==> config.mk <==
export PLATFORM = sky130hd
export DESIGN_NAME = periodic_timer_bank_core
export DESIGN_NICKNAME = d
export VERILOG_FILES = /design/src/rtl/ptb_pkg.sv /design/src/rtl/periodic_timer_bank_core.sv /design/src/rtl/ptb_ram.sv /design/src/rtl/ptb_expiry.sv
export VERILOG_INCLUDE_DIRS = /design/src /design/src/rtl
export SDC_FILE = /design/constraint.sdc
export NUM_CORES = 1
export LEC_CHECK = 0
export BUFFER_PORTS_ARGS = -buffer_cell sky130_fd_sc_hd__buf_2
export CAP_MARGIN = 20
export CORE_MARGIN = 2
export CORE_UTILIZATION = 65
export DETAILED_ROUTE_END_ITERATION = 6
export PLACE_DENSITY_LB_ADDON = 0.08
export SLEW_MARGIN = 30
export SYNTH_ARGS = -nofsm -noshare
export SYNTH_HDL_FRONTEND = slang
export SYNTH_SLANG_ARGS = --single-unit
==> constraint.sdc <==
create_clock -name i_clk -period 15.3 [get_ports i_clk]
set_clock_uncertainty 0.05 [all_clocks]
set_input_delay 3.825 -clock i_clk [delete_from_list [all_inputs] [get_ports i_clk]]
set_output_delay 3.825 -clock i_clk [all_outputs]
set_load 0.005 [all_outputs]
==> src/rtl/assert_macros.svh <==
`ifndef ASSERT_MACROS_SVH
`define ASSERT_MACROS_SVH

// same-cycle implication
`define ASSERT_NOW(lbl, clk, rst_n, ante, cons, msg) \
    lbl: assert property (@(posedge clk) disable iff (!(rst_n)) (ante) |-> (cons)) \
        else $error(msg);

// next-cycle implication
`define ASSERT_NEXT(lbl, clk, rst_n, ante, cons, msg) \
    lbl: assert property (@(posedge clk) disable iff (!(rst_n)) (ante) |=> (cons)) \
        else $error(msg);

`endif

==> src/rtl/ptb_pkg.sv <==
package ptb_pkg;

    localparam int TIMERS_DEF = 8;
    localparam int CNT_W      = 16;
    localparam int MASK_W     = 8;
    localparam int OP_W       = 3;
    localparam int IDX_W      = 3;
    localparam int CFG_IDX_W  = 2;
    localparam int IN_DATA_W  = 24;
    localparam int OUT_DATA_W = 32;

    localparam logic [OP_W-1:0] OP_TICK     = 3'd0;
    localparam logic [OP_W-1:0] OP_DISPATCH = 3'd1;
    localparam logic [OP_W-1:0] OP_RESET    = 3'd2;
    localparam logic [OP_W-1:0] OP_QUERY    = 3'd3;
    localparam logic [OP_W-1:0] OP_PERIOD   = 3'd4;

    localparam logic [CFG_IDX_W-1:0] CFG_ENABLE = 2'd0;
    localparam logic [CFG_IDX_W-1:0] CFG_SYNC   = 2'd1;
    localparam logic [CFG_IDX_W-1:0] CFG_ASYNC  = 2'd2;

    typedef struct packed {
        logic             wr;
        logic [CNT_W-1:0] count;
        logic             fire;
        logic             pend;
    } t_exp_upd;

endpackage

==> src/rtl/periodic_timer_bank_core.sv <==
// Tick: one timer read per sweep cycle in SWEEP, then the DRAIN and DONE states;
// the result is registered as DONE exits to IDLE, and no new item is accepted before IDLE.
// Dispatch, reset, query and period write: result registered at the accept edge, one per cycle
// while not stalled: a new item is accepted only when idle and the output register is free.
// Reset (i_rst_n low, synchronous) clears masks, pending flags, entry valid bits
// and control; counts and periods read as zero until written.
module periodic_timer_bank_core #(
    parameter int TIMERS = ptb_pkg::TIMERS_DEF
) (
    input  logic                              i_clk,
    input  logic                              i_rst_n,
    input  logic                              i_s_axis_tvalid,
    output logic                              o_s_axis_tready,
    // [2:0] operation, [5:3] timer_index, [21:6] period_value
    input  logic [ptb_pkg::IN_DATA_W-1:0]     i_s_axis_tdata,
    output logic                              o_m_axis_tvalid,
    input  logic                              i_m_axis_tready,
    // [7:0] sync_fired, [15:8] async_dispatched, [23:16] pending_flags, [24] flag_set
    output logic [ptb_pkg::OUT_DATA_W-1:0]    o_m_axis_tdata,
    input  logic                              i_cfg_we,
    input  logic [ptb_pkg::CFG_IDX_W-1:0]     i_cfg_idx,
    input  logic [ptb_pkg::MASK_W-1:0]        i_cfg_wdata
);

    `include "assert_macros.svh"

    localparam int AW = (TIMERS > 1) ? $clog2(TIMERS) : 1;
    localparam logic [ptb_pkg::MASK_W-1:0] BANK_MASK =
        ptb_pkg::MASK_W'((9'd1 << TIMERS) - 9'd1);
    localparam logic [ptb_pkg::IDX_W:0] TIMERS_X = (ptb_pkg::IDX_W + 1)'(TIMERS);
    localparam logic [AW-1:0] LAST_IDX = AW'(TIMERS - 1);

    localparam logic [1:0] ST_IDLE  = 2'd0;
    localparam logic [1:0] ST_SWEEP = 2'd1;
    localparam logic [1:0] ST_DRAIN = 2'd2;
    localparam logic [1:0] ST_DONE  = 2'd3;

    logic [1:0]                    r_state;
    logic [AW-1:0]                 r_cnt;
    logic                          r_stg_v;
    logic [AW-1:0]                 r_stg_idx;
    logic [TIMERS-1:0]             r_cvld;
    logic [TIMERS-1:0]             r_pvld;
    logic [ptb_pkg::MASK_W-1:0]    r_en_mask;
    logic [ptb_pkg::MASK_W-1:0]    r_sync_mask;
    logic [ptb_pkg::MASK_W-1:0]    r_async_mask;
    logic [ptb_pkg::MASK_W-1:0]    r_pending;
    logic [ptb_pkg::MASK_W-1:0]    n_pending;
    logic [ptb_pkg::MASK_W-1:0]    r_fired;
    logic [ptb_pkg::MASK_W-1:0]    n_fired;
    logic                          r_out_valid;
    logic [ptb_pkg::OUT_DATA_W-1:0] r_out_data;

    logic [ptb_pkg::OP_W-1:0]      in_op;
    logic [ptb_pkg::IDX_W-1:0]     in_idx;
    logic [ptb_pkg::CNT_W-1:0]     in_per;
    logic                          idx_ok;
    logic                          out_free;
    logic                          in_acc;
    logic [ptb_pkg::MASK_W-1:0]    served;
    logic                          qflag;

    logic                          cnt_we;
    logic [AW-1:0]                 cnt_waddr;
    logic [ptb_pkg::CNT_W-1:0]     cnt_wdata;
    logic                          per_we;
    logic                          rd_en;
    logic [ptb_pkg::CNT_W-1:0]     cnt_rdata;
    logic [ptb_pkg::CNT_W-1:0]     per_rdata;
    logic [ptb_pkg::CNT_W-1:0]     cur_cnt;
    logic [ptb_pkg::CNT_W-1:0]     cur_per;
    ptb_pkg::t_exp_upd             upd;

    assign in_op  = i_s_axis_tdata[2:0];
    assign in_idx = i_s_axis_tdata[5:3];
    assign in_per = i_s_axis_tdata[21:6];
    assign idx_ok = {1'b0, in_idx} < TIMERS_X;

    assign out_free        = !r_out_valid || i_m_axis_tready;
    assign o_s_axis_tready = (r_state == ST_IDLE) && out_free;
    assign in_acc          = i_s_axis_tvalid && o_s_axis_tready;

    assign served = r_pending & r_en_mask & r_async_mask & BANK_MASK;
    assign qflag  = idx_ok && r_pending[in_idx];

    assign rd_en     = (r_state == ST_SWEEP);
    assign cnt_we    = (in_acc && in_op == ptb_pkg::OP_RESET && idx_ok) || (r_stg_v && upd.wr);
    assign cnt_waddr = r_stg_v ? r_stg_idx : in_idx[AW-1:0];
    assign cnt_wdata = r_stg_v ? upd.count : '0;
    assign per_we    = in_acc && in_op == ptb_pkg::OP_PERIOD && idx_ok;

    ptb_ram #(.W(ptb_pkg::CNT_W), .DEPTH(TIMERS)) u_cnt_ram (
        .i_clk   (i_clk),
        .i_we    (cnt_we),
        .i_waddr (cnt_waddr),
        .i_wdata (cnt_wdata),
        .i_re    (rd_en),
        .i_raddr (r_cnt),
        .o_rdata (cnt_rdata)
    );

    ptb_ram #(.W(ptb_pkg::CNT_W), .DEPTH(TIMERS)) u_per_ram (
        .i_clk   (i_clk),
        .i_we    (per_we),
        .i_waddr (in_idx[AW-1:0]),
        .i_wdata (in_per),
        .i_re    (rd_en),
        .i_raddr (r_cnt),
        .o_rdata (per_rdata)
    );

    // entries never written read as zero
    assign cur_cnt = r_cvld[r_stg_idx] ? cnt_rdata : '0;
    assign cur_per = r_pvld[r_stg_idx] ? per_rdata : '0;

    ptb_expiry u_expiry (
        .i_count    (cur_cnt),
        .i_period   (cur_per),
        .i_en       (r_en_mask[r_stg_idx]),
        .i_sync_en  (r_sync_mask[r_stg_idx]),
        .i_async_en (r_async_mask[r_stg_idx]),
        .o_upd      (upd)
    );

    always_comb begin
        n_pending = r_pending;
        n_fired   = r_fired;
        if (r_stg_v) begin
            if (upd.fire) begin
                n_fired[r_stg_idx] = 1'b1;
            end
            if (upd.pend) begin
                n_pending[r_stg_idx] = 1'b1;
            end
        end
        if (in_acc) begin
            case (in_op)
                ptb_pkg::OP_TICK: begin
                    n_fired = '0;
                end
                ptb_pkg::OP_DISPATCH: begin
                    n_pending = r_pending & ~served;
                end
                ptb_pkg::OP_RESET: begin
                    if (idx_ok) begin
                        n_pending[in_idx] = 1'b0;
                    end
                end
                default: begin
                end
            endcase
        end
    end

    always_ff @(posedge i_clk) begin
        if (!i_rst_n) begin
            r_state      <= ST_IDLE;
            r_cnt        <= '0;
            r_stg_v      <= 1'b0;
            r_cvld       <= '0;
            r_pvld       <= '0;
            r_en_mask    <= '0;
            r_sync_mask  <= '0;
            r_async_mask <= '0;
            r_pending    <= '0;
            r_fired      <= '0;
            r_out_valid  <= 1'b0;
        end else begin
            r_pending <= n_pending;
            r_fired   <= n_fired;
            r_stg_v   <= rd_en;

            if (cnt_we) begin
                r_cvld[cnt_waddr] <= 1'b1;
            end
            if (per_we) begin
                r_pvld[in_idx[AW-1:0]] <= 1'b1;
            end

            if (i_cfg_we) begin
                case (i_cfg_idx)
                    ptb_pkg::CFG_ENABLE: r_en_mask    <= i_cfg_wdata;
                    ptb_pkg::CFG_SYNC:   r_sync_mask  <= i_cfg_wdata;
                    ptb_pkg::CFG_ASYNC:  r_async_mask <= i_cfg_wdata;
                    default: begin
                    end
                endcase
            end

            case (r_state)
                ST_IDLE: begin
                    if (in_acc && in_op == ptb_pkg::OP_TICK) begin
                        r_cnt   <= '0;
                        r_state <= ST_SWEEP;
                    end
                end
                ST_SWEEP: begin
                    if (r_cnt == LAST_IDX) begin
                        r_state <= ST_DRAIN;
                    end else begin
                        r_cnt <= r_cnt + AW'(1);
                    end
                end
                ST_DRAIN: begin
                    r_state <= ST_DONE;
                end
                ST_DONE: begin
                    if (out_free) begin
                        r_state <= ST_IDLE;
                    end
                end
                default: begin
                    r_state <= ST_IDLE;
                end
            endcase

            if (in_acc && in_op != ptb_pkg::OP_TICK) begin
                r_out_valid <= 1'b1;
            end else if (r_state == ST_DONE && out_free) begin
                r_out_valid <= 1'b1;
            end else if (i_m_axis_tready) begin
                r_out_valid <= 1'b0;
            end
        end
    end

    always_ff @(posedge i_clk) begin
        if (rd_en) begin
            r_stg_idx <= r_cnt;
        end
        if (in_acc && in_op != ptb_pkg::OP_TICK) begin
            r_out_data <= {7'd0,
                           (in_op == ptb_pkg::OP_QUERY) && qflag,
                           n_pending,
                           (in_op == ptb_pkg::OP_DISPATCH) ? served : 8'd0,
                           8'd0};
        end else if (r_state == ST_DONE && out_free) begin
            r_out_data <= {7'd0, 1'b0, r_pending, 8'd0, r_fired};
        end
    end

    assign o_m_axis_tvalid = r_out_valid;
    assign o_m_axis_tdata  = r_out_data;

    `ASSERT_NOW(a_no_wr_rd_clash, i_clk, i_rst_n, r_stg_v && rd_en, r_stg_idx != r_cnt, "sweep write hits read entry")
    `ASSERT_NEXT(a_tick_sweeps, i_clk, i_rst_n, in_acc && in_op == ptb_pkg::OP_TICK, r_state == ST_SWEEP, "tick did not start sweep")
    `ASSERT_NEXT(a_dispatch_clears, i_clk, i_rst_n, in_acc && in_op == ptb_pkg::OP_DISPATCH, (r_pending & r_out_data[15:8]) == 8'd0, "dispatched flag still pending")
    `ASSERT_NOW(a_pend_in_bank, i_clk, i_rst_n, r_out_valid, (r_out_data[23:16] & ~BANK_MASK) == 8'd0, "pending flag beyond bank")

endmodule

==> src/rtl/ptb_ram.sv <==
module ptb_ram #(
    parameter int W     = 16,
    parameter int DEPTH = 8
) (
    input  logic                                     i_clk,
    input  logic                                     i_we,
    input  logic [((DEPTH > 1) ? $clog2(DEPTH) : 1)-1:0] i_waddr,
    input  logic [W-1:0]                             i_wdata,
    input  logic                                     i_re,
    input  logic [((DEPTH > 1) ? $clog2(DEPTH) : 1)-1:0] i_raddr,
    output logic [W-1:0]                             o_rdata
);

    logic [W-1:0] r_mem [0:DEPTH-1];
    logic [W-1:0] r_rdata;

    always_ff @(posedge i_clk) begin
        if (i_we) begin
            r_mem[i_waddr] <= i_wdata;
        end
        if (i_re) begin
            r_rdata <= r_mem[i_raddr];
        end
    end

    assign o_rdata = r_rdata;

endmodule

==> src/rtl/ptb_expiry.sv <==
module ptb_expiry (
    input  logic [ptb_pkg::CNT_W-1:0] i_count,
    input  logic [ptb_pkg::CNT_W-1:0] i_period,
    input  logic                      i_en,
    input  logic                      i_sync_en,
    input  logic                      i_async_en,
    output ptb_pkg::t_exp_upd         o_upd
);

    logic [ptb_pkg::CNT_W:0] next_cnt;
    logic                    hit;

    // one bit wider so the increment never wraps
    assign next_cnt = {1'b0, i_count} + {{ptb_pkg::CNT_W{1'b0}}, 1'b1};
    assign hit      = next_cnt >= {1'b0, i_period};

    always_comb begin
        o_upd.wr    = i_en;
        o_upd.count = hit ? '0 : next_cnt[ptb_pkg::CNT_W-1:0];
        o_upd.fire  = i_en && hit && i_sync_en;
        o_upd.pend  = i_en && hit && i_async_en;
    end

endmodule
# After elaboration in Yosys (flattened, before gate mapping)
# Memory sizes are Yosys's and may differ from the RTL's. A register that Yosys moved wholly into a read port is not among the register bits.
# Cells that the tools add are included.
# totals
ff_bits,91
ramBits,256
inputBits,39
out_inout_bits,34
wordCells,127
memories,2
# op_classes
n_addsub,2
n_lt_le_gt_ge,7
n_eq_ne,14
mux,48
bitwise_logic,10
n_reduce_logical,30
# mem_list
memory,words,word_bits,read_ports,rd_ports_with_merged_regs,write_ports,line,text
u_cnt_ram.r_mem,8,16,1,1,1,ptb_ram.sv:14,logic [W-1:0] r_mem [0:DEPTH-1];
u_per_ram.r_mem,8,16,1,1,1,ptb_ram.sv:14,
# ops
cell,n
16-bit two-way mux,4
8-bit two-way mux,8
25-bit two-way mux,2
8-bit bitwise AND,4
8-bit OR,4
1-bit binary-select mux with 3-bit select,6
16-bit by 1-bit adder with 17-bit output (second input constant),1
17-bit by 16-bit >= comparator with 1-bit output,1
1-bit two-way mux,16
8-bit inverter,2
8-bit case mux with 2 select lines,1
1-bit logical AND,15
3-bit by 4-bit less-than comparator with 1-bit output (second input constant),3
1-bit demux with 3-bit select,3
3-bit by 1-bit >= comparator with 1-bit output (second input constant),3
3-bit two-way mux,3
2-bit case mux with 4 select lines,1
2-bit equality test (second input constant),3
3-bit by 2-bit equality test with 1-bit output (second input constant),2
3-bit equality test (second input constant),2
2-bit two-way mux,3
3-bit case mux with 2 select lines,1
2-bit AND reduction,3
3-bit AND reduction,2
11 further kinds,18

# Logic depth before layout (Yosys ltp)
# Gate-level depths: netlist (run 1).
# logic_depth
ltp_word,13
ltp_mapped,21
depth_no_buf,16

# Modules after synthesis
# A second synthesis (run 1) with hierarchy kept.
# unflattened
cells_unflattened,1061
hier_area_um2,16518.3
# modules_own_cells
module,n_inst,cells_each,area_per_inst_um2,seq_area_each_um2
ptb_ram,2,214,5454.0,4324.1
periodic_timer_bank_core,1,513,4777.1,2021.9
ptb_expiry,1,120,833.3,0.0

# Least setup slack after synthesis (run 1)
# OpenSTA, ideal clock, no wires.
# synth_timing
path_kind,input -> output
start,input port i_m_axis_tready
end,output port o_s_axis_tready
arrival_time_ps,4120
t_required_ps,11425
setup_slack_ps,7305
cell_stages,3
path_buffers,1
cell_sequence,nor2b_1 -> buf_2 -> nor2b_1
# synth_between
elab_chain_len,2
# synth_lines
item,line,text
start: declaration,periodic_timer_bank_core.sv:17,"input logic i_m_axis_tready,"
1-bit logical OR,periodic_timer_bank_core.sv:79,assign out_free = !r_out_valid || i_m_axis_tready;
1-bit logical AND,periodic_timer_bank_core.sv:80,assign o_s_axis_tready = (r_state == ST_IDLE) && out_free;
end: declaration,periodic_timer_bank_core.sv:13,"output logic o_s_axis_tready,"
# Every way passes these cells.

# Worst setup path after layout (run 1)
# Same ends and word-level chain as after synthesis.

==> flow_summary.rst, run 1 <==
.. list-table::
   :header-rows: 1

   * - Metric
     - Value
   * - Wire length of the first global-routing pass
     - 51.0 mm
   * - Cells after synthesis
     - 1013
   * - Compound-cell area share of the yosys netlist
     - 0.0491
   * - Worst path arrival time
     - 4.68 ns
   * - Prevailing post-synth register cell
     - sky130_fd_sc_hd__edfxtp_1
   * - Layout-stage area growth over the synthesis result
     - 11.8%
   * - Final Instance Count excl. Fillers
     - 1432
   * - WL final
     - 32.9 mm
   * - Power after layout
     - 2.34 mW
   * - Series of cell instances along the critical path
     - buf_2, nor2b_1, nor2b_1, buf_2
   * - Global placement routability congestion
     - 0.957
   * - Count of antenna diodes in the layout
     - 0
   * - Maximum number of pins on one net before global-route repair
     - 59
   * - Slew at the pin closest to its max-slew limit
     - just over 0.9 ns
   * - Total power density per cell area
     - about 130 nW/um^2
   * - Remaining routing DRC violations
     - 0
   * - Leakage component of the power
     - 6.29 nW
   * - Minimum setup slack after placement
     - 6.75 ns
   * - Relative slew slack
     - 0.371
   * - Post-Synthesis Cell Area
     - 15800 sq um
   * - Share of async-settable or async-resettable flops after synthesis
     - 0
   * - Final-layout worst hold slack
     - 0.400 ns
   * - Vias per cell
     - between 6 and 7
   * - Slowest cell on crit path
     - sky130_fd_sc_hd__nor2b_1
   * - Standard-cell rows
     - 57
   * - Die Ht
     - 160 microns
   * - Required time worst endpoint
     - 11.43 ns
   * - Clock buffer count from CTS
     - 38
   * - Post-route core utilization
     - 0.733
   * - Sequential fraction of the synthesis area
     - 0.675
   * - Classification of the worst-slack hold path
     - register to register
   * - Final #Nets
     - 1145
   * - Post-layout worst setup margin
     - 6.74 ns
   * - Total number of yosys warnings
     - 0
   * - Clock latency reported for the late side of the worst-skew pair
     - 0.52 ns
   * - Cell types occupying the most area after synthesis
     - sky130_fd_sc_hd__edfxtp_1 58%, sky130_fd_sc_hd__mux4_2 10%, sky130_fd_sc_hd__dfxtp_1 9.0%
   * - Overflow after GRT
     - 0
   * - Initial standard-cell utilization of the core
     - 0.656
   * - Number of gates resized after CTS
     - 0
   * - Number of max-slew violations in the final report
     - 0
   * - Post-Place Cell Area
     - around 16000 sq um
   * - Number of antenna violations at the first check in global routing
     - 1
   * - Combinational family with the most area after synthesis
     - multiplexers
   * - List of most frequent post-synthesis cells
     - 308 x sky130_fd_sc_hd__edfxtp_1, 89 x sky130_fd_sc_hd__nand2_1, 74 x sky130_fd_sc_hd__nor2_1, 71 x sky130_fd_sc_hd__dfxtp_1, 71 x sky130_fd_sc_hd__mux4_2
   * - Number of max-cap violations
     - 0
   * - Die area
     - 25600 sq um
   * - Placeable core region
     - about 24000 sq um
   * - Fraction of final layout cells sized beyond drive strength 1
     - 0.236
   * - Total number of vias
     - 8973
   * - Clock-pin slew reported for the worst setup and hold paths after clock tree synthesis
     - approximately 0.06 ns
   * - Multi-input gate area in the final layout
     - 4840 sq um
   * - Fraction of the cycle the final worst path needs
     - 0.559
   * - Number of buffers and inverters on the critical path
     - 2
   * - Outcome
     - finished clean
   * - Flop and latch count out of synthesis
     - 379
   * - Netlist cell types
     - 58
   * - Buffer levels on the longest clock path
     - 3
   * - Number of antenna-violating nets in the routed design
     - 0
   * - First DRT Iteration DRCs
     - 767
   * - Largest area contributor in the synthesized netlist
     - sky130_fd_sc_hd__edfxtp_1
   * - Count of placed standard cells including taps
     - roughly 1400
   * - Number of hold-repair buffers added at the cts stage
     - 0
   * - Clock H-tree levels
     - 2
   * - HPWL reported at the end of detailed placement
     - 19.6 mm
   * - Total GRT Usage
     - 0.264
   * - Maximum vdd drop
     - 0.107 mV
   * - Clock tree from TritonCTS
     - done
   * - Vias in the first global route
     - 8773
   * - Pre-antenna DRT Iters
     - 5
   * - Kind of capture point of the worst setup path
     - output port
   * - Xor/xnor cell area share of the yosys netlist
     - 0.00609
   * - Fmax achieved
     - 117 MHz
   * - Most instantiated library cell after synthesis
     - sky130_fd_sc_hd__edfxtp_1
   * - Horizontal die dimension
     - 160 microns
   * - Number of hold-slack violations in the final timing report
     - 0
   * - Setup fix buffers added after clock tree synthesis
     - 0
   * - Number of sinks handled by clock tree synthesis
     - 379
   * - Final-layout setup total negative slack
     - 0 ns
   * - Number of synthesized flops with an enable pin
     - 308
   * - Share of cell area taken by muxes after synthesis
     - 0.147
   * - Yosys top cell area share
     - 0.585
   * - Number of fill cells
     - 1566
   * - Detail-routed net length per standard cell
     - 23.0 microns
   * - Largest delay share family, worst path
     - simple AND/OR/NAND/NOR gates
   * - Simple-gate share of the synthesized area
     - 0.0816
   * - Clk Tree Root Cell
     - sky130_fd_sc_hd__clkbuf_16
   * - Total setup violations reported at the end of the flow
     - 0
   * - RSZ-0062 raised after global routing
     - false
   * - Type of origin of the critical path
     - primary input
   * - Period minus WS final
     - 8.56 ns
   * - Count of buffers from port buffering
     - 63
   * - Path type of the worst setup path
     - primary input to output port
   * - Adder-cell share of the synthesized area
     - 0.0190
   * - Footprint of the flip-flops and latches
     - between 10000 and 15000 sq um
   * - I/O Pins
     - 73
   * - Average cell area after synthesis
     - 15.6 sq um
   * - Largest fanout on the critical path
     - 8
   * - Final design area excluding fillers
     - 17700 sq um
   * - Crit path largest cell delay
     - 0.51 ns
-- metal layers --
layer | wire, microns | GRT usage
met5 | 7 | 0
met1 | 14600 | 0.399
met2 | 15400 | 0.409
met3 | 2330 | 0.0465
met4 | 610 | 0.0647
-- cell usage in the layout (no fill, tap or decap), types with 23 or more instances in the layout --
master	synthesis	layout
sky130_fd_sc_hd__edfxtp_1	308	308
sky130_fd_sc_hd__ha_1	24	23
sky130_fd_sc_hd__mux2i_1	33	33
sky130_fd_sc_hd__clkbuf_16	0	40
sky130_fd_sc_hd__buf_2	4	63
sky130_fd_sc_hd__dfxtp_1	71	68
sky130_fd_sc_hd__buf_4	8	23
sky130_fd_sc_hd__nand2_1	89	89
sky130_fd_sc_hd__nor2_1	74	74
sky130_fd_sc_hd__mux4_2	71	71
sky130_fd_sc_hd__mux2_2	34	34
-- cell type report --
| class | instances | area share |
|---|---|---|
| Clock buffer | 51 | 0.0601 |
| Clock inverter | 15 | 0.00701 |
| Tap cell | 324 | 0.0229 |
| Multi-Input combinational cell | 559 | 0.274 |
| Inverter | 17 | 0.00361 |
| Sequential cell | 379 | 0.604 |
| Timing Repair Buffer | 87 | 0.0282 |
-- where the power goes --
part	switching, mW	internal, mW	leakage [nW]
combinational	0.155	0.0892	2.10
sequential	0.0402	1.17	3.61
clock	0.365	0.520	0.581
-- state kept, by name, summed over array words and instances (netlist names) --
register / flops
o_m_axis_tdata: 25
o_m_axis_tvalid: 1
r_async_mask: 8
r_cnt: 3
r_cvld: 8
r_en_mask: 8
r_fired: 8
r_pending: 8
r_pvld: 8
r_state: 2
r_stg_idx: 3
r_stg_v: 1
r_sync_mask: 8
u_cnt_ram.o_rdata: 16
u_cnt_ram.r_mem: 128
u_per_ram.o_rdata: 16
u_per_ram.r_mem: 128
-- cells by family (layout without fill, tap and decap cells) --
group           Yosys count  in the layout
other cells               1              7
mux                     139            139
simple gates            269            269
xor+xnor                 11             11
buf+inv                  81            170
compound gates          109            109
fa+ha+maj                24             24
flops                   379            379
-- worst paths after layout --
path                   start  depth (start not counted)                endpoint  slack, ns
max reg2reg     r_stg_idx[2]                         17  u_cnt_ram.r_mem[2][14]       8.97
min reg2reg       r_fired[4]                          2              r_fired[4]       0.40
min               r_fired[4]                          2              r_fired[4]       0.40
max          i_m_axis_tready                          4         o_s_axis_tready       6.74
-- worst min-delay path, cell delays in order, from the launching register on --
cell and delay, ns:
sky130_fd_sc_hd__dfxtp_1 0.31, sky130_fd_sc_hd__nand2_1 0.05, sky130_fd_sc_hd__o31ai_1 0.05
Note: power is estimated with default switching activity, not from simulation.
==> inputs of run 2 (changes only) <==
Settings changed: CORE_UTILIZATION 65 to 61.
Clock period 15.3 ns to 8.42 ns, I/O delays scaled along.
==> run 2 against run 1 <==
Compared with the run above: via count down 1.9%; non-clock buffer count did not move; wire length decreased by 2.1%; setup slack worse by 4.3 ns; sequential cell count unchanged; final area is 1.1% higher; largest power group unchanged.
==> flow_summary.rst, run 2 (synthesis gave the netlist of run 1 again) <==
.. list-table::
   :header-rows: 1

   * - Metric
     - Value
   * - Outcome
     - finished clean
   * - Total GRT Usage
     - 0.251 (-0.0125)
   * - HPWL reported at the end of detailed placement
     - 19.5 mm (-0.39%)
   * - Total number of vias
     - 8806 (-1.9%)
   * - Horizontal die dimension
     - 165 microns (+3.1%)
   * - First DRT Iteration DRCs
     - 886 (+16%)
   * - Most common library cell in the layout ignoring fill and taps
     - sky130_fd_sc_hd__edfxtp_1
   * - Hold Path End
     - o_m_axis_tdata[3]
   * - Number of fill cells
     - 1618 (+3.3%)
   * - Count of placed standard cells including taps
     - 1372 (+0.44%)
   * - Number of antenna-violating nets in the routed design
     - 0 (unchanged)
   * - Number of gates resized after CTS
     - 0 (unchanged)
   * - Required time worst endpoint
     - 8.67 ns (-2.76 ns)
   * - Number of max-cap violations
     - 0 (unchanged)
   * - Crit Reg-Reg Endpoint
     - o_m_axis_tdata[22]
   * - Number of hold-repair buffers added at the cts stage
     - 0 (unchanged)
   * - WL final
     - 32.3 mm (-2.1%)
   * - Post-layout worst setup margin
     - 2.43 ns (-4.32 ns)
   * - Maximum number of pins on one net before global-route repair
     - 44 (-25%)
   * - Type of origin of the critical path
     - register
   * - Buffer levels on the longest clock path
     - 3 (unchanged)
   * - Clock latency reported for the late side of the worst-skew pair
     - 0.54 ns (+0.02 ns)
   * - Minimum setup slack after placement
     - 2.08 ns (-4.67 ns)
   * - Instance count along the most critical hold path
     - 2 (unchanged)
   * - Pre-antenna DRT Iters
     - 5 (unchanged)
   * - Overflow after GRT
     - 0 (unchanged)
   * - Classification of the worst-slack hold path
     - register to register
   * - Clock H-tree levels
     - 2 (unchanged)
   * - Kind of capture point of the worst setup path
     - register
   * - Placeable core region
     - 25300 sq um (+5.1%)
   * - Number of antenna violations at the first check in global routing
     - 0 (-1)
   * - RSZ-0062 raised after global routing
     - false
   * - Clock tree from TritonCTS
     - done
   * - Standard-cell rows
     - 58 (+1.8%)
   * - Initial standard-cell utilization of the core
     - 0.624 (-0.0316)
   * - Global placement routability congestion
     - 0.927 (-3.2%)
   * - Cell depth of the worst flop-to-flop path
     - 14 (-3)
   * - Total power density per cell area
     - 248 nW/um^2 (+87%)
   * - Worst setup slack for register-to-register paths
     - 2.43 ns (-6.54 ns)
   * - Clk Tree Root Cell
     - sky130_fd_sc_hd__clkbuf_16
   * - Most used cells in the layout excluding fill and tap cells
     - 308 x sky130_fd_sc_hd__edfxtp_1, 89 x sky130_fd_sc_hd__nand2_1, 71 x sky130_fd_sc_hd__mux4_2
   * - Vias per cell
     - 6.10 (-2.7%)
   * - Clock buffer count from CTS
     - 39 (+2.6%)
   * - Period minus WS final
     - 5.99 ns
   * - Count of antenna diodes in the layout
     - 0 (unchanged)
   * - Die Ht
     - 165 microns (+3.1%)
   * - Die area
     - 27200 sq um (+6.4%)
   * - Worst path arrival time
     - 6.25 ns (+1.57 ns)
   * - Worst flop-to-flop path startpoint
     - r_stg_idx[0]
   * - Number of hold-slack violations in the final timing report
     - 0 (unchanged)
   * - Wire length of the first global-routing pass
     - 50.6 mm (-0.78%)
   * - Fraction of the cycle the final worst path needs
     - 0.712
   * - Count of buffers from port buffering
     - 63 (unchanged)
   * - Remaining routing DRC violations
     - 0 (unchanged)
   * - Layout-stage area growth over the synthesis result
     - 13.0%
   * - Relative slew slack
     - 0.416 (+0.0444)
   * - Number of max-slew violations in the final report
     - 0 (unchanged)
   * - Fraction of final layout cells sized beyond drive strength 1
     - 0.251 (+0.0158)
   * - Fmax achieved
     - 167 MHz
   * - Final Instance Count excl. Fillers
     - 1444 (+0.84%)
   * - Slew at the pin closest to its max-slew limit
     - 0.876 ns (-0.0429 ns)
   * - Path type of the worst setup path
     - register to register
   * - Final-layout setup total negative slack
     - 0 ns (unchanged)
   * - Number of sinks handled by clock tree synthesis
     - 379 (unchanged)
   * - I/O Pins
     - 73 (unchanged)
   * - Min-Delay Startpoint
     - o_m_axis_tdata[3]
   * - Leakage component of the power
     - 6.37 nW (+1.3%)
   * - Vias in the first global route
     - 8736 (-0.42%)
   * - Clock-pin slew reported for the worst setup and hold paths after clock tree synthesis
     - 0.06 ns (about the same)
   * - Final #Nets
     - 1146 (+0.087%)
   * - Setup fix buffers added after clock tree synthesis
     - 0 (unchanged)
   * - Detail-routed net length per standard cell
     - 22.3 microns (-2.9%)
   * - Total setup violations reported at the end of the flow
     - 0 (unchanged)
   * - Maximum vdd drop
     - 0.193 mV (+81%)
   * - Largest fanout on the critical path
     - 25 (+17)
## run 2: cell types whose count changed in the layout (fill, tap and decap cells not counted), sizes merged
cell / delta
bufinv: +4
clkbuf: -2
clkinv: +2
clkinvlp: +2
## run 2: layout make-up
cell class | count | area, sq um | area share
Sequential cell | 379 | 10700 | 0.597
Multi-Input combinational cell | 559 | 4860 | 0.272
Clock buffer | 49 | 1080 | 0.0602
Timing Repair Buffer | 87 | 495 | 0.0277
Tap cell | 330 | 413 | 0.0231
Clock inverter | 23 | 284 | 0.0159
Inverter | 17 | 63.8 | 0.00357
## run 2: metrics by stage
step                hold slack, ns  total power [mW]   util  cell area [sq um]
floorplan                    0.374              2.52      -              15800
global placement             0.386              2.65  0.651              16500
finish                       0.399              4.43  0.706              17900
global route                 0.423              4.58  0.706              17900
CTS                          0.402              4.45  0.705              17900
detailed placement           0.394              2.66  0.651              16500
## run 2: critical path, cell delays in order (launching register included)
cell,delay [ns]
sky130_fd_sc_hd__edfxtp_1,0.92
sky130_fd_sc_hd__mux4_2,0.81
sky130_fd_sc_hd__nor2_1,0.32
sky130_fd_sc_hd__ha_1,0.25
sky130_fd_sc_hd__nand3_1,0.19
sky130_fd_sc_hd__or3_4,0.45
sky130_fd_sc_hd__nor3_1,0.19
sky130_fd_sc_hd__xnor2_1,0.20
sky130_fd_sc_hd__nor2_1,0.09
sky130_fd_sc_hd__ha_1,0.33
sky130_fd_sc_hd__nand4_1,0.14
sky130_fd_sc_hd__a2111oi_0,0.72
sky130_fd_sc_hd__nor2_2,0.31
sky130_fd_sc_hd__buf_4,0.32
sky130_fd_sc_hd__o41ai_1,0.44
## run 2: layer usage
metal	vias to the layer above	share of wire	global-route usage	wire, microns
li1	4054	-	-	-
met1	4363	0.44	0.373	14300
met2	341	0.46	0.388	15000
met3	48	0.077	0.0480	2480
met4	0	0.017	0.0652	536
met5	-	0	0	0
## run 2: how the worst max path moves through the flow
stage | startpoint | end | cells past startpoint
detailed placement | r_stg_idx[0] | u_cnt_ram.r_mem[6][14] | 15
CTS | r_stg_idx[0] | u_cnt_ram.r_mem[5][14] | 15
global route | r_stg_idx[0] | o_m_axis_tdata[22] | 14
global placement | r_stg_idx[0] | u_cnt_ram.r_mem[4][12] | 15
floorplan | r_stg_idx[2] | u_cnt_ram.r_mem[0][12] | 21
finish | r_stg_idx[0] | o_m_axis_tdata[22] | 14
## run 2: report_power, final
| group | internal [mW] | switching, mW |
|---|---|---|
| clock | 1.10 | 0.702 |
| sequential | 2.12 | 0.0751 |
| combinational | 0.162 | 0.270 |
| total | 3.38 | 1.05 |
==> inputs of run 3 (changes only) <==
Clock period 8.42 ns to 6.05 ns, I/O delays scaled along.
==> run 3 against run 2 <==
Compared with the run above: global-route usage is essentially flat; final area fell by 0.36%; final cell count grew 0.42%; die area unchanged; non-clock buffer count up 8; setup slack got worse by 1.8 ns; highest routed layer unchanged.
==> flow_summary.rst, run 3 (synthesis gave the netlist of run 1 again) <==
.. list-table::
   :header-rows: 1

   * - Metric
     - Value
   * - Outcome
     - finished clean
   * - Number of antenna-violating nets in the routed design
     - 0 (unchanged)
   * - Setup fix buffers added after clock tree synthesis
     - 0 (unchanged)
   * - Total GRT Usage
     - 0.251 (about the same)
   * - Clock latency reported for the late side of the worst-skew pair
     - 0.53 ns (about the same)
   * - Internal Dissipation
     - 4.53 mW (+34%)
   * - Clk Tree Root Cell
     - sky130_fd_sc_hd__clkbuf_16
   * - Die area
     - 27200 sq um (unchanged)
   * - Count of buffers from port buffering
     - 63 (unchanged)
   * - Number of hold-repair buffers added at the cts stage
     - 0 (unchanged)
   * - Number of max-slew violations in the final report
     - 0 (unchanged)
   * - Most common library cell in the layout ignoring fill and taps
     - sky130_fd_sc_hd__edfxtp_1
   * - Fraction of final layout cells sized beyond drive strength 1
     - 0.250 (-0.00135)
   * - Final #Nets
     - 1154 (+0.70%)
   * - Pre-antenna DRT Iters
     - 7 (+2)
   * - Routing usage on met3
     - 0.0334 (-0.0146)
   * - Period minus WS final
     - 5.42 ns (-0.575 ns)
   * - Type of origin of the critical path
     - register
   * - Overflow after GRT
     - 0 (unchanged)
   * - Number of hold-slack violations in the final timing report
     - 0 (unchanged)
   * - Met2 Resource Use GR
     - 0.398 (+0.00947)
   * - Most used routing layer
     - met2
   * - Buffer levels on the longest clock path
     - 3 (unchanged)
   * - Path type of the worst setup path
     - register to register
   * - Post-route core utilization
     - 0.703 (-0.00257)
   * - I/O Pins
     - 73 (unchanged)
   * - Met1 track demand over resource
     - 0.378 (+0.00549)
   * - Die Ht
     - 165 microns (unchanged)
   * - Most used cells in the layout excluding fill and tap cells
     - 308 x sky130_fd_sc_hd__edfxtp_1, 89 x sky130_fd_sc_hd__nand2_1, 71 x sky130_fd_sc_hd__mux4_2
   * - Horizontal die dimension
     - 165 microns (unchanged)
   * - Standard-cell rows
     - 58 (unchanged)
   * - HPWL reported at the end of detailed placement
     - 20.0 mm (+2.6%)
   * - Number of sinks handled by clock tree synthesis
     - 379 (unchanged)
   * - Worst path arrival time
     - 5.67 ns (-0.58 ns)
   * - Relative slew slack
     - 0.368 (-0.0481)
   * - Remaining routing DRC violations
     - 0 (unchanged)
   * - Number of gates resized after CTS
     - 0 (unchanged)
   * - Total number of vias
     - 8867 (+0.69%)
   * - RSZ-0062 raised after global routing
     - false
   * - WL final
     - 32.3 mm (+0.21%)
   * - Kind of capture point of the worst setup path
     - register
   * - Clock buffer count from CTS
     - 39 (unchanged)
   * - Proportion of power drawn by flip-flops and latches
     - 0.511 (+0.015)
   * - Vias in the first global route
     - 8735 (-0.011%)
   * - Leakage component of the power
     - 6.34 nW (-0.44%)
   * - Worst setup slack for register-to-register paths
     - 0.63 ns (-1.79 ns)
   * - Fmax achieved
     - 185 MHz (+11%)
   * - Total setup violations reported at the end of the flow
     - 0 (unchanged)
   * - Wire length of the first global-routing pass
     - 50.7 mm (+0.12%)
   * - Maximum number of pins on one net before global-route repair
     - 45 (+2.3%)
   * - Vias per cell
     - 6.12 (+0.28%)
   * - Fraction of the cycle the final worst path needs
     - 0.896 (+0.184)
   * - Maximum vdd drop
     - 0.269 mV (+39%)
   * - Power dissipated by switching net loads
     - 1.43 mW (+37%)
   * - Clock tree from TritonCTS
     - done
   * - Initial standard-cell utilization of the core
     - 0.624 (unchanged)
   * - First DRT Iteration DRCs
     - 827 (-6.7%)
   * - Detail-routed net length per standard cell
     - 22.3 microns (-0.20%)
   * - Number of antenna violations at the first check in global routing
     - 0 (unchanged)
   * - Largest fanout on the critical path
     - 24 (-4.0%)
   * - Clock-pin slew reported for the worst setup and hold paths after clock tree synthesis
     - 0.06 ns (about the same)
   * - Number of max-cap violations
     - 0 (unchanged)
   * - Required time worst endpoint
     - 6.30 ns (-2.37 ns)
   * - Layout-stage area growth over the synthesis result
     - 12.6%
   * - Global placement routability congestion
     - 0.953 (+2.8%)
   * - Combinational power share
     - 0.106 (+0.008)
   * - Placeable core region
     - 25300 sq um (unchanged)
   * - Slew at the pin closest to its max-slew limit
     - 0.947 ns (+0.0712 ns)
   * - Clock power frac
     - 0.383 (-0.023)
   * - Clock H-tree levels
     - 2 (unchanged)
   * - Total power density per cell area
     - 334 nW/um^2 (+35%)
   * - Final-layout setup total negative slack
     - 0 ns (unchanged)
   * - Net switching fraction of the power
     - 0.240 (+0.00343)
   * - Count of antenna diodes in the layout
     - 0 (unchanged)
   * - Classification of the worst-slack hold path
     - register to register
## run 3: changes by cell type in the layout (fill, tap and decap cells not counted), sizes merged
cell      before  now
buf           87   95
clkbuf        49   51
clkinv        15   13
bufinv         6    2
clkinvlp       2    4
## run 3: stage by stage
stage	power (mW)	setup slack, ns	hold WS [ns]	instance area [sq um]	std cells
2_1_floorplan	3.51	0.871	0.374	15800	1019
3_3_place_gp	3.71	0.850	0.387	16500	1380
3_5_place_dp	3.72	0.784	0.392	16600	1380
4_1_cts	5.99	0.763	0.405	17800	1450
5_1_grt	6.18	0.329	0.416	17800	1450
6_report	5.96	0.631	0.404	17800	1450
## run 3: worst paths after layout
| path | from | end | depth (start not counted) |
|---|---|---|---|
| worst max-delay path | r_stg_idx[2] | o_m_axis_tdata[22] | 15 |
| worst min-delay path | r_fired[7] | r_fired[7] | 2 |
| worst max register to register | r_stg_idx[2] | o_m_axis_tdata[22] | 15 |
| worst min register to register | r_fired[7] | r_fired[7] | 2 |
## run 3: metal layers
metal / vias up / part of all wire / wire length [microns]
met1: 4419 / 0.45 / 14400
met4: 0 / 0.018 / 589
met5: - / 0 / 0
met3: 46 / 0.071 / 2310
li1: 4067 / - / -
met2: 335 / 0.47 / 15000
## run 3: critical path: stages (launching register included)
cell	delay [ns]
sky130_fd_sc_hd__edfxtp_1	0.58
sky130_fd_sc_hd__mux2i_1	0.18
sky130_fd_sc_hd__mux4_2	0.69
sky130_fd_sc_hd__nor2_1	0.30
sky130_fd_sc_hd__ha_1	0.24
sky130_fd_sc_hd__nand3_1	0.20
sky130_fd_sc_hd__or3_4	0.46
sky130_fd_sc_hd__nor3_1	0.20
sky130_fd_sc_hd__xnor2_1	0.20
sky130_fd_sc_hd__nor2_1	0.08
sky130_fd_sc_hd__ha_1	0.33
sky130_fd_sc_hd__nand4_1	0.11
sky130_fd_sc_hd__a2111oi_0	0.70
sky130_fd_sc_hd__nor2_2	0.16
sky130_fd_sc_hd__buf_4	0.27
sky130_fd_sc_hd__o41ai_1	0.44
## run 3: area by class of cell
cell class	instances	area, sq um
clock buffers	51	1070
multi-input cells	559	4860
fillers	1668	7520
repair buffers	95	556
inverters	17	63.8
well taps	330	413
flip-flops and latches	379	10700
clock inverters	19	165
## run 3: power by group through the flow
stage,combinational (mW),clock [mW],sequential (mW)
5_1_grt,0.685,2.43,3.06
6_report,0.630,2.28,3.05
2_1_floorplan,0.456,0,3.05
4_1_cts,0.622,2.33,3.05
3_3_place_gp,0.610,0,3.10
3_5_place_dp,0.618,0,3.10
